File: src/hw/rtl/sha1sh_pkg.sv
package sha1sh_pkg;

    localparam int HASH_WORDS = 5;
    localparam int SCHED_WORDS = 16;
    localparam int ROUNDS = 80;
    localparam logic [7:0] PAD_BYTE = 8'h80;
    localparam logic [5:0] LEN_POS = 6'd56;
    localparam logic [5:0] LAST_POS = 6'd63;

    typedef logic [HASH_WORDS-1:0][31:0] t_hash;

    localparam t_hash H_INIT = {32'hC3D2E1F0, 32'h10325476, 32'h98BADCFE,
                                32'hEFCDAB89, 32'h67452301};

    typedef enum logic [2:0] {
        ST_IDLE,
        ST_PAD,
        ST_LEN,
        ST_ROUND,
        ST_FOLD,
        ST_EMIT
    } t_state;

    typedef enum logic [1:0] {
        PH_CH,
        PH_PAR1,
        PH_MAJ,
        PH_PAR2
    } t_phase;

    typedef struct packed {
        logic   init;
        logic   start;
        logic   round;
        logic   fold;
        t_phase phase;
    } t_core_cmd;

    typedef struct packed {
        logic       load;
        logic       shift;
        logic [7:0] data;
    } t_sched_cmd;

    function automatic logic [31:0] k_const(input t_phase ph);
        logic [31:0] k;
        case (ph)
            PH_CH:   k = 32'h5A827999;
            PH_PAR1: k = 32'h6ED9EBA1;
            PH_MAJ:  k = 32'h8F1BBCDC;
            PH_PAR2: k = 32'hCA62C1D6;
            default: k = 32'h5A827999;
        endcase
        return k;
    endfunction

    function automatic logic [31:0] f_func(input t_phase ph, input logic [31:0] b,
                                           input logic [31:0] c, input logic [31:0] d);
        logic [31:0] f;
        case (ph)
            PH_CH:   f = (b & c) | (~b & d);
            PH_MAJ:  f = (b & c) | (b & d) | (c & d);
            default: f = b ^ c ^ d;
        endcase
        return f;
    endfunction

endpackage

File: src/hw/rtl/sha1sh_sched.sv
module sha1sh_sched
    import sha1sh_pkg::*;
(
    input  logic        i_clk,
    input  t_sched_cmd  i_cmd,
    output logic [31:0] o_w0
);

    logic [31:0] r_w [SCHED_WORDS];
    logic [31:0] n_mix;
    logic [31:0] n_new;

    assign n_mix = r_w[13] ^ r_w[8] ^ r_w[2] ^ r_w[0];
    assign n_new = {n_mix[30:0], n_mix[31]};
    assign o_w0  = r_w[0];

    always_ff @(posedge i_clk) begin
        if (i_cmd.load) begin
            for (int k = 0; k < SCHED_WORDS - 1; k++) begin
                r_w[k] <= {r_w[k][23:0], r_w[k+1][31:24]};
            end
            r_w[SCHED_WORDS-1] <= {r_w[SCHED_WORDS-1][23:0], i_cmd.data};
        end else if (i_cmd.shift) begin
            for (int k = 0; k < SCHED_WORDS - 1; k++) begin
                r_w[k] <= r_w[k+1];
            end
            r_w[SCHED_WORDS-1] <= n_new;
        end
    end

endmodule

File: src/hw/rtl/sha1sh_core.sv
module sha1sh_core
    import sha1sh_pkg::*;
(
    input  logic        i_clk,
    input  logic        i_rst_n,
    input  t_core_cmd   i_cmd,
    input  logic [31:0] i_w,
    output t_hash       o_hash
);

    t_hash       r_h;
    t_hash       r_work;
    logic [31:0] n_t;

    assign n_t = {r_work[0][26:0], r_work[0][31:27]}
               + f_func(i_cmd.phase, r_work[1], r_work[2], r_work[3])
               + r_work[4] + i_w + k_const(i_cmd.phase);

    assign o_hash = r_h;

    always_ff @(posedge i_clk) begin
        if (!i_rst_n) begin
            r_h <= H_INIT;
        end else if (i_cmd.init) begin
            r_h <= H_INIT;
        end else if (i_cmd.fold) begin
            for (int k = 0; k < HASH_WORDS; k++) begin
                r_h[k] <= r_h[k] + r_work[k];
            end
        end
    end

    always_ff @(posedge i_clk) begin
        if (i_cmd.start) begin
            r_work <= r_h;
        end else if (i_cmd.round) begin
            r_work[4] <= r_work[3];
            r_work[3] <= r_work[2];
            r_work[2] <= {r_work[1][1:0], r_work[1][31:2]};
            r_work[1] <= r_work[0];
            r_work[0] <= n_t;
        end
    end

endmodule

File: src/hw/rtl/sha1_stream_hasher.sv
// SHA-1 over a byte stream. The transfer that completes a 64-byte block is followed
// by 80 rounds on the single round unit and a fold into the chain words, during
// which no input is taken. A finish writes padding and then the length byte by
// byte, runs one or two such compressions, then offers the five digest words
// H0..H4, one per output transfer. The last output transfer restarts the block
// for a new message. After a length overflow the finish skips hashing and returns
// five zero words flagged with error.
module sha1_stream_hasher
    import sha1sh_pkg::*;
(
    input  logic        i_clk,
    input  logic        i_rst_n,
    input  logic        i_in_valid,
    output logic        o_in_ready,
    input  logic        i_action,
    input  logic [7:0]  i_data_byte,
    output logic        o_out_valid,
    input  logic        i_out_ready,
    output logic [31:0] o_digest_word,
    output logic [2:0]  o_word_index,
    output logic        o_last_word,
    output logic        o_error
);

    t_state      r_state, n_state;
    t_state      r_ret, n_ret;
    logic [5:0]  r_fill, n_fill;
    logic [60:0] r_cnt, n_cnt;
    logic        r_ovf, n_ovf;
    logic [6:0]  r_step, n_step;
    logic [2:0]  r_widx, n_widx;
    logic        r_err, n_err;

    t_core_cmd   core_cmd;
    t_sched_cmd  sched_cmd;
    t_hash       hash;
    logic [31:0] w0;
    logic [63:0] len_shift;

    sha1sh_sched u_sched (
        .i_clk (i_clk),
        .i_cmd (sched_cmd),
        .o_w0  (w0)
    );

    sha1sh_core u_core (
        .i_clk   (i_clk),
        .i_rst_n (i_rst_n),
        .i_cmd   (core_cmd),
        .i_w     (w0),
        .o_hash  (hash)
    );

    assign len_shift = {r_cnt, 3'b000} << {r_step[2:0], 3'b000};

    always_ff @(posedge i_clk) begin
        if (!i_rst_n) begin
            r_state <= ST_IDLE;
            r_ret   <= ST_IDLE;
            r_fill  <= '0;
            r_cnt   <= '0;
            r_ovf   <= 1'b0;
            r_step  <= '0;
            r_widx  <= '0;
            r_err   <= 1'b0;
        end else begin
            r_state <= n_state;
            r_ret   <= n_ret;
            r_fill  <= n_fill;
            r_cnt   <= n_cnt;
            r_ovf   <= n_ovf;
            r_step  <= n_step;
            r_widx  <= n_widx;
            r_err   <= n_err;
        end
    end

    always_comb begin
        n_state     = r_state;
        n_ret       = r_ret;
        n_fill      = r_fill;
        n_cnt       = r_cnt;
        n_ovf       = r_ovf;
        n_step      = r_step;
        n_widx      = r_widx;
        n_err       = r_err;
        o_in_ready  = 1'b0;
        o_out_valid = 1'b0;
        core_cmd    = '0;
        sched_cmd   = '0;
        if (r_step < 7'd20) begin
            core_cmd.phase = PH_CH;
        end else if (r_step < 7'd40) begin
            core_cmd.phase = PH_PAR1;
        end else if (r_step < 7'd60) begin
            core_cmd.phase = PH_MAJ;
        end else begin
            core_cmd.phase = PH_PAR2;
        end
        case (r_state)
            ST_IDLE: begin
                o_in_ready = 1'b1;
                if (i_in_valid) begin
                    if (!i_action) begin
                        if (!r_ovf) begin
                            if (&r_cnt) begin
                                n_ovf = 1'b1;
                            end else begin
                                sched_cmd.load = 1'b1;
                                sched_cmd.data = i_data_byte;
                                n_cnt  = r_cnt + 61'd1;
                                n_fill = r_fill + 6'd1;
                                if (r_fill == LAST_POS) begin
                                    n_state        = ST_ROUND;
                                    n_ret          = ST_IDLE;
                                    n_step         = '0;
                                    core_cmd.start = 1'b1;
                                end
                            end
                        end
                    end else if (r_ovf) begin
                        n_state = ST_EMIT;
                        n_err   = 1'b1;
                        n_widx  = '0;
                    end else begin
                        sched_cmd.load = 1'b1;
                        sched_cmd.data = PAD_BYTE;
                        n_fill = r_fill + 6'd1;
                        if (r_fill == LAST_POS) begin
                            n_state        = ST_ROUND;
                            n_ret          = ST_PAD;
                            n_step         = '0;
                            core_cmd.start = 1'b1;
                        end else begin
                            n_state = ST_PAD;
                        end
                    end
                end
            end
            ST_PAD: begin
                if (r_fill == LEN_POS) begin
                    n_state = ST_LEN;
                    n_step  = '0;
                end else begin
                    sched_cmd.load = 1'b1;
                    sched_cmd.data = 8'h00;
                    n_fill = r_fill + 6'd1;
                    if (r_fill == LAST_POS) begin
                        n_state        = ST_ROUND;
                        n_ret          = ST_PAD;
                        n_step         = '0;
                        core_cmd.start = 1'b1;
                    end
                end
            end
            ST_LEN: begin
                sched_cmd.load = 1'b1;
                sched_cmd.data = len_shift[63:56];
                n_fill = r_fill + 6'd1;
                n_step = r_step + 7'd1;
                if (r_step[2:0] == 3'd7) begin
                    n_state        = ST_ROUND;
                    n_ret          = ST_EMIT;
                    n_step         = '0;
                    n_widx         = '0;
                    n_err          = 1'b0;
                    core_cmd.start = 1'b1;
                end
            end
            ST_ROUND: begin
                core_cmd.round  = 1'b1;
                sched_cmd.shift = 1'b1;
                n_step = r_step + 7'd1;
                if (r_step == 7'(ROUNDS - 1)) begin
                    n_state = ST_FOLD;
                end
            end
            ST_FOLD: begin
                core_cmd.fold = 1'b1;
                n_state       = r_ret;
            end
            ST_EMIT: begin
                o_out_valid = 1'b1;
                if (i_out_ready) begin
                    n_widx = r_widx + 3'd1;
                    if (r_widx == 3'(HASH_WORDS - 1)) begin
                        core_cmd.init = 1'b1;
                        n_state = ST_IDLE;
                        n_widx  = '0;
                        n_fill  = '0;
                        n_cnt   = '0;
                        n_ovf   = 1'b0;
                        n_err   = 1'b0;
                    end
                end
            end
            default: begin
                n_state = ST_IDLE;
            end
        endcase
    end

    assign o_digest_word = r_err ? 32'h0 : hash[r_widx];
    assign o_word_index  = r_widx;
    assign o_last_word   = (r_widx == 3'(HASH_WORDS - 1));
    assign o_error       = r_err;

    a_no_overlap: assert property (@(posedge i_clk) disable iff (!i_rst_n)
        o_out_valid |-> !o_in_ready)
        else $error("input and output sides active together");

    a_round_empty_block: assert property (@(posedge i_clk) disable iff (!i_rst_n)
        (r_state == ST_ROUND) |-> (r_fill == 6'd0))
        else $error("compression with a partial block");

    a_error_zero: assert property (@(posedge i_clk) disable iff (!i_rst_n)
        (o_out_valid && o_error) |-> (o_digest_word == 32'h0))
        else $error("error word not zero");

    a_index_range: assert property (@(posedge i_clk) disable iff (!i_rst_n)
        o_out_valid |-> (o_word_index <= 3'(HASH_WORDS - 1)))
        else $error("word index out of range");

    a_restart: assert property (@(posedge i_clk) disable iff (!i_rst_n)
        (o_out_valid && i_out_ready && o_last_word) |=>
            (o_in_ready && r_fill == 6'd0 && r_cnt == 61'd0 && !r_ovf))
        else $error("no restart after last digest word");

endmodule
File: config.mk
export PLATFORM = sky130hd
export DESIGN_NAME = sha1_stream_hasher
export DESIGN_NICKNAME = d
export VERILOG_FILES = /design/src/hw/rtl/sha1sh_pkg.sv /design/src/hw/rtl/sha1sh_sched.sv /design/src/hw/rtl/sha1sh_core.sv /design/src/hw/rtl/sha1_stream_hasher.sv
export SDC_FILE = /design/constraint.sdc
export NUM_CORES = 2
export LEC_CHECK = 0
export ABC_AREA = 1
export BUFFER_PORTS_ARGS = -buffer_cell sky130_fd_sc_hd__buf_4
export CORE_MARGIN = 2
export CORE_UTILIZATION = 35
export CTS_CLUSTER_DIAMETER = 80
export DETAILED_ROUTE_END_ITERATION = 6
export HOLD_SLACK_MARGIN = 0.08
export PLACE_DENSITY = 0.47
export SYNTH_ARGS = -nofsm -noshare
export SYNTH_HDL_FRONTEND = slang
export SYNTH_SLANG_ARGS = --single-unit
File: constraint.sdc
create_clock -name i_clk -period 44.4 [get_ports i_clk]
set_input_delay 2.22 -clock i_clk [delete_from_list [all_inputs] [get_ports i_clk]]
set_output_delay 2.22 -clock i_clk [all_outputs]
set_load 0.005 [all_outputs]
**Yosys cells after proc, flatten, opt, wreduce, memory -nomap -nowiden**

Memories as Yosys holds them, arrays and structs flattened.
Index checks and enable logic that the tools add are counted.

- Flip-flop bits (word level): 405
- Memory bits (writable): 512
- Bits of input ports: 13
- Output and inout bits: 39
- Logic and storage cells: 239
- Memories kept: 1

Memory list:

| memory | depth | width | rd ports | clocked after Yosys merged registers in | write ports | RTL line | RTL |
|---|---|---|---|---|---|---|---|
| u_sched.r_w | 16 | 32 | 16 | 0 | 16 | sha1sh_sched.sv:9 | `logic [31:0] r_w [SCHED_WORDS];` |

- $add $sub $neg: 13
- $lt $le $gt $ge: 4
- Equal/unequal tests: 27
- Shift-type cells: 1
- Multiplexer cells: 127
- Bitwise gates (word level): 30
- Reductions and logical operators: 18

Operators with widths:

| kind | count |
|---|---|
| $mux 32 | 18 |
| $mux 61 | 6 |
| $mux 160 | 2 |
| $add 32x32->32 | 9 |
| $xor 32x32->32 | 5 |
| $and 32x32->32 | 4 |
| $pmux 32 s4 | 1 |
| $pmux 61 s2 | 1 |
| $bmux 32 s3 | 1 |
| $or 32x32->32 | 3 |
| $mux 3 | 26 |
| $pmux 32 s2 | 1 |
| $shl 64x6->64 | 1 |
| $add 61x1->61 const B | 1 |
| $reduce_and 61->1 | 1 |
| $mux 7 | 8 |
| $mux 6 | 8 |
| $mux 8 | 5 |
| $mux 1 | 37 |
| $reduce_and 7->1 | 5 |
| $not 32->32 | 1 |
| $pmux 7 s4 | 1 |
| $pmux 6 s4 | 1 |
| $ne 2x2->1 const B | 11 |
| other kinds (31) | 63 |

**Logic depth before layout (Yosys ltp)**

- Word-level depth: 12
- Depth in mapped cells: 35
- Mapped depth without buffers: 31

**Modules after synthesis**

A second synthesis with hierarchy kept.

- Cells, all modules: 8178
- Area total of the unflattened synthesis: 60718.2 µm²

Modules (own cells, without submodules):

| module | instances | cells each | area each (µm²) | sequential area each (µm²) |
|---|---|---|---|---|
| sha1sh_core | 1 | 4243 | 28891.5 | 8007.7 |
| sha1sh_sched | 1 | 2510 | 23830.4 | 15374.7 |
| sha1_stream_hasher | 1 | 1425 | 7996.4 | 1701.6 |

**Least setup slack after synthesis**

OpenSTA, ideal clock, no wires.

- Kind: input port to flip-flop
- From: input i_action
- To: memory u_sched.r_w[0][0] (enable)
- Library setup time: 4.873 ns
- Arrival time: 14.083 ns
- Slack: 25.444 ns
- Stages: 5
- Buffers on the path: 1
- Path through: inv_1 -> nand3_1 -> nand3_1 -> clkbuf_1 -> nand3b_1

RTL lines:

| element | RTL line | RTL |
|---|---|---|
| start: declaration | sha1_stream_hasher.sv:15 | `input logic i_action,` |
| end: declaration | sha1sh_sched.sv:9 |  |

**Worst setup path after layout**

- From: register r_step[2]
- To: register u_core.r_work[27] (netlist name) (data pin)

- Longest elaborated chain between the ends: 12
- Elaborated cells on any way between the ends: 21

RTL lines:

| element | RTL line | RTL |
|---|---|---|
| start: declaration | sha1_stream_hasher.sv:30 | `logic [6:0] r_step, n_step;` |
| start signal: assignment | sha1_stream_hasher.sv:72 | `r_step <= n_step;` |
| $lt 7x6->1 | sha1_stream_hasher.sv:95 | `end else if (r_step < 7'd60) begin` |
| $mux 1 | sha1_stream_hasher.sv:95 |  |
| $mux 2 | sha1_stream_hasher.sv:93 | `end else if (r_step < 7'd40) begin` |
| $mux 2 | sha1_stream_hasher.sv:91 | `if (r_step < 7'd20) begin` |
| $eq 2x2->1 / $logic_not 2->1 (equally long branches) | sha1sh_pkg.sv:47, sha1sh_pkg.sv:60 |  |
| $pmux 32 s2 | sha1sh_pkg.sv:60 | `case (ph)` |
| $add 32x32->32 | sha1sh_core.sv:16 | `+ f_func(i_cmd.phase, r_work[1], r_work[2], r_work[3])` |
| $add 32x32->32 (3 in series) | sha1sh_core.sv:17 | `+ r_work[4] + i_w + k_const(i_cmd.phase);` |
| $mux 160 | sha1sh_core.sv:36 | `end else if (i_cmd.round) begin` |
| $mux 160 * | sha1sh_core.sv:34 | `if (i_cmd.start) begin` |
| end signal: assignment | sha1sh_core.sv:35 | `r_work <= r_h;` |
| end: declaration | sha1sh_core.sv:12 | `t_hash r_work;` |

Every way passes the cells marked *; elsewhere a longest branch is shown, timed or not. The select of a mux whose other input is x is not followed.
A chain may end at the register's enable or synchronous reset.

==> impl_metrics.yaml <==
worst_setup_path:
  rrSetupSlack_ns: 35.77
  rr_endpoint: "u_core.r_work[27]$_DFFE_PP_"
  crit_type: "reg2reg"
  cp-start-kind: "register"
  rr_worst_depth: 25
  timing.rr.start: "r_step[2]$_SDFFE_PN0P_"
  worst-path-max-fanout: 41
  crit_path_end_kind: "register"
  worstPathArrival_ns: 9.13
  cp.required_ns: 44.90
global_routing:
  grt_pass1_wl_um: 332000
  grt_busiest_layer: "met2"
  use_met2: 0.392
  grt.met1_usage: 0.374
  track_usage: 0.259
  antenna_found_initial: 8
  grt_pass1_vias: 49500
  met3_usage: 0.0419
  grt_max_degree: 198
  grt_overflow: 0
cells_and_area:
  fill_cells: 17700
  synthToLayoutAreaGrowth_pct: 10.5
  postLayoutCoreUtil: 0.390
  multi_input_comb_area_um2: 29000
  regArea_um2: 25100
  finalNonFillerCells: 10000
  num_antenna_cells: 0
  nets: 8064
  drive_above_1_share: 0.0398
synthesis:
  synthFlopType: "edfxtp_1"
  synthAdderAreaFrac: 0.0857
  syn_area_um2: 59000
  ys_async_sr_fraction: 0
  syn_avg_cell_area_um2: 7.56
  synth_seq_area_share: 0.425
  ys_ff_latch: 917
  synthMuxAreaShare: 0.000700
  synth_simple_gate_area_frac: 0.245
  yosys_warnings: 0
  synthCells: 7801
  synth-compound-area-share: 0.129
  syn_nets: 8143
  synthXorXnorAreaFrac: 0.0300
  synth_cell_types: 54
  synth_top_family_by_area: "simple AND/OR/NAND/NOR gates"
  synth_edf_count: 672
min_path:
  hold-path-cell-count: 2
  hold_path.class: "reg2reg"
  hold_start: "r_ret[1]$_SDFFE_PN0P_"
  hold_end: "r_ret[1]$_SDFFE_PN0P_"
placement:
  routabilityCongestion: 1.00
  dp.final_hpwl_um: 172000
  portBuffers: 51
  dp_cells: 9812
timing:
  hold_slack_ns: 0.469
  slew_headroom: 0.206
  drv_slew: 0
  setup_violations: 0
  hold_viol: 0
  rsz0062_at_grt: "false"
  min_period_ns: 8.63
  max_freq_mhz: 116
  setup_tns_ns: 0
  skew_ns: 0.0856
  worst_pin_slew_ns: 1.19
  finalCritPeriodShare: 0.194
detailed_routing:
  ant_nets: 0
  vias: 52600
  drt-pass1-iter-count: 7
  wl_um: 229000
  drc: 0
  viasPerCell: 5.25
  wire_per_inst_um: 22.9
  dr.first_iter.drc_count: 5144
die:
  io_pins: 52
  coreArea_um2: 167000
  die_h_um: 415
  rows: 150
  die_area_um2: 172000
  start_util: 0.353
  die_w_um: 415
clock_tree:
  cts_tree: "built"
  clkLatencyLatePin_ns: 0.81
  numCtsBuffers: 112
  cts_root_buf: "clkbuf_16"
  cts.sinks: 917
  cts_setup_buffers: 0
  htree_num_levels: 3
  postCtsHoldBufs: 0
  clk_path_buf_depth: 3
  path_clk_slew_ns: 0.06
  cts_resized: 0
status:
  status: "complete, no violations"
job:
  drv_cap: 0
## sequential cells by signal, summed over array words and instances, names as in the netlist
register and count:
r_cnt 61, u_core.r_work 160, r_state 3, u_sched.r_w 512
r_ret 3, r_fill 6, r_step 7, o_error 1
r_ovf 1, o_word_index 3, u_core.o_hash 160
## kinds of logic (layout without fill, tap and decap cells)
kind of cell / after synthesis / after routing
muxes: 4 / 4
xor gates and xnor gates: 202 / 202
buffers and inverters: 1282 / 1301
adders and majority gates: 329 / 329
DFF: 917 / 917
AOI/OAI and AO/OA: 1429 / 1429
and+or+nand+nor: 3638 / 3638
## worst max-delay path by stage
stage               slack [ns]                   start                          end  cells after the start
floorplan                25.44                i_action  u_sched.r_w[0][0]$_DFFE_PP_                      5
detailed placement       36.04  r_step[2]$_SDFFE_PN0P_  u_core.r_work[27]$_DFFE_PP_                     25
global route             35.27  r_step[2]$_SDFFE_PN0P_  u_core.r_work[27]$_DFFE_PP_                     25
finish                   35.77  r_step[2]$_SDFFE_PN0P_  u_core.r_work[27]$_DFFE_PP_                     25
global placement         36.12  r_step[2]$_SDFFE_PN0P_  u_core.r_work[27]$_DFFE_PP_                     25
CTS                      35.98  r_step[2]$_SDFFE_PN0P_  u_core.r_work[27]$_DFFE_PP_                     25
## placed cells by master (no fill, tap or decap), types with 35 or more instances in the layout
cell type	synthesis	layout
a21oi_1	607	606
buf_4	11	98
clkbuf_16	0	113
dfxtp_1	245	243
edfxtp_1	672	672
fa_1	125	125
ha_1	204	204
inv_1	976	972
nand2_1	2510	2506
nand3_1	348	347
nand4_1	56	56
nor2_1	627	626
nor3_1	48	48
o211ai_1	36	36
o21ai_0	518	518
o21ai_1	127	127
o21bai_1	35	35
xnor2_1	107	107
xor2_1	95	95
## layer usage
| layer | vias up | share of wire |
|---|---|---|
| met5 | - | 0.00020 |
| met3 | 313 | 0.076 |
| met4 | 6 | 0.035 |
| li1 | 25200 | - |
| met2 | 1713 | 0.43 |
| met1 | 25300 | 0.46 |
## metrics by stage
step	cell area (um^2)	worst slack [ns]
after floorplan	59000	25.44
after global placement	61400	36.12
after detailed placement	61400	36.04
after CTS	65200	35.98
after global routing	65200	35.27
final	65200	35.77
## cell usage after synthesis (4+ instances only)
library cell	instances	area [um^2]
nand2_1	2510	9420
inv_1	976	3660
edfxtp_1	672	20200
nor2_1	627	2350
a21oi_1	607	3040
o21ai_0	518	2590
nand3_1	348	1740
dfxtp_1	245	4900
clkbuf_1	204	766
ha_1	204	2550
o21ai_1	127	636
fa_1	125	2500
xnor2_1	107	937
xor2_1	95	832
buf_2	58	290
nand4_1	56	350
nor3_1	48	240
o211ai_1	36	270
o21bai_1	35	263
o22ai_1	22	138
nand3b_1	18	135
buf_1	17	63.8
a21o_1	15	113
o21a_1	14	105
a21boi_0	12	90.1
a311o_1	12	120
buf_4	11	82.6
o2111ai_1	8	70.1
inv_2	7	26.3
or2_2	7	43.8
o221ai_1	6	52.6
clkinv_1	5	18.8
o311ai_0	5	43.8
a211oi_1	4	30.0
and2_1	4	25.0
and3_1	4	25.0
nor4_1	4	25.0
## area by class of cell
type / instances / area share
Clock inverter: 60 / 0.0113
Clock buffer: 152 / 0.0472
Timing Repair Buffer: 101 / 0.0122
Sequential cell: 917 / 0.385
Inverter: 988 / 0.0571
Multi-Input combinational cell: 5602 / 0.445
Tap cell: 2204 / 0.0423
## worst max-delay path: stages, from the launching register on
cell	delay, ns
dfxtp_1	0.80
nand3_1	0.30
nand2_1	0.22
buf_4	0.39
clkinv_1	0.87
ha_1	0.61
inv_1	0.87
o22ai_1	0.18
o21ai_0	0.30
fa_1	0.49
fa_1	0.54
fa_1	0.41
inv_1	0.07
ha_1	0.16
inv_1	0.05
fa_1	0.40
o21ai_0	0.73
nand2_1	0.11
nand2_1	0.24
nand2_1	0.08
nand2_1	0.13
nand2_1	0.10
nand3_1	0.08
nand2_1	0.05
nand3_1	0.08
nand2_1	0.06
Power is not shown: default switching activity piles up to over one toggle a cycle in this logic, so the estimate is an artifact.
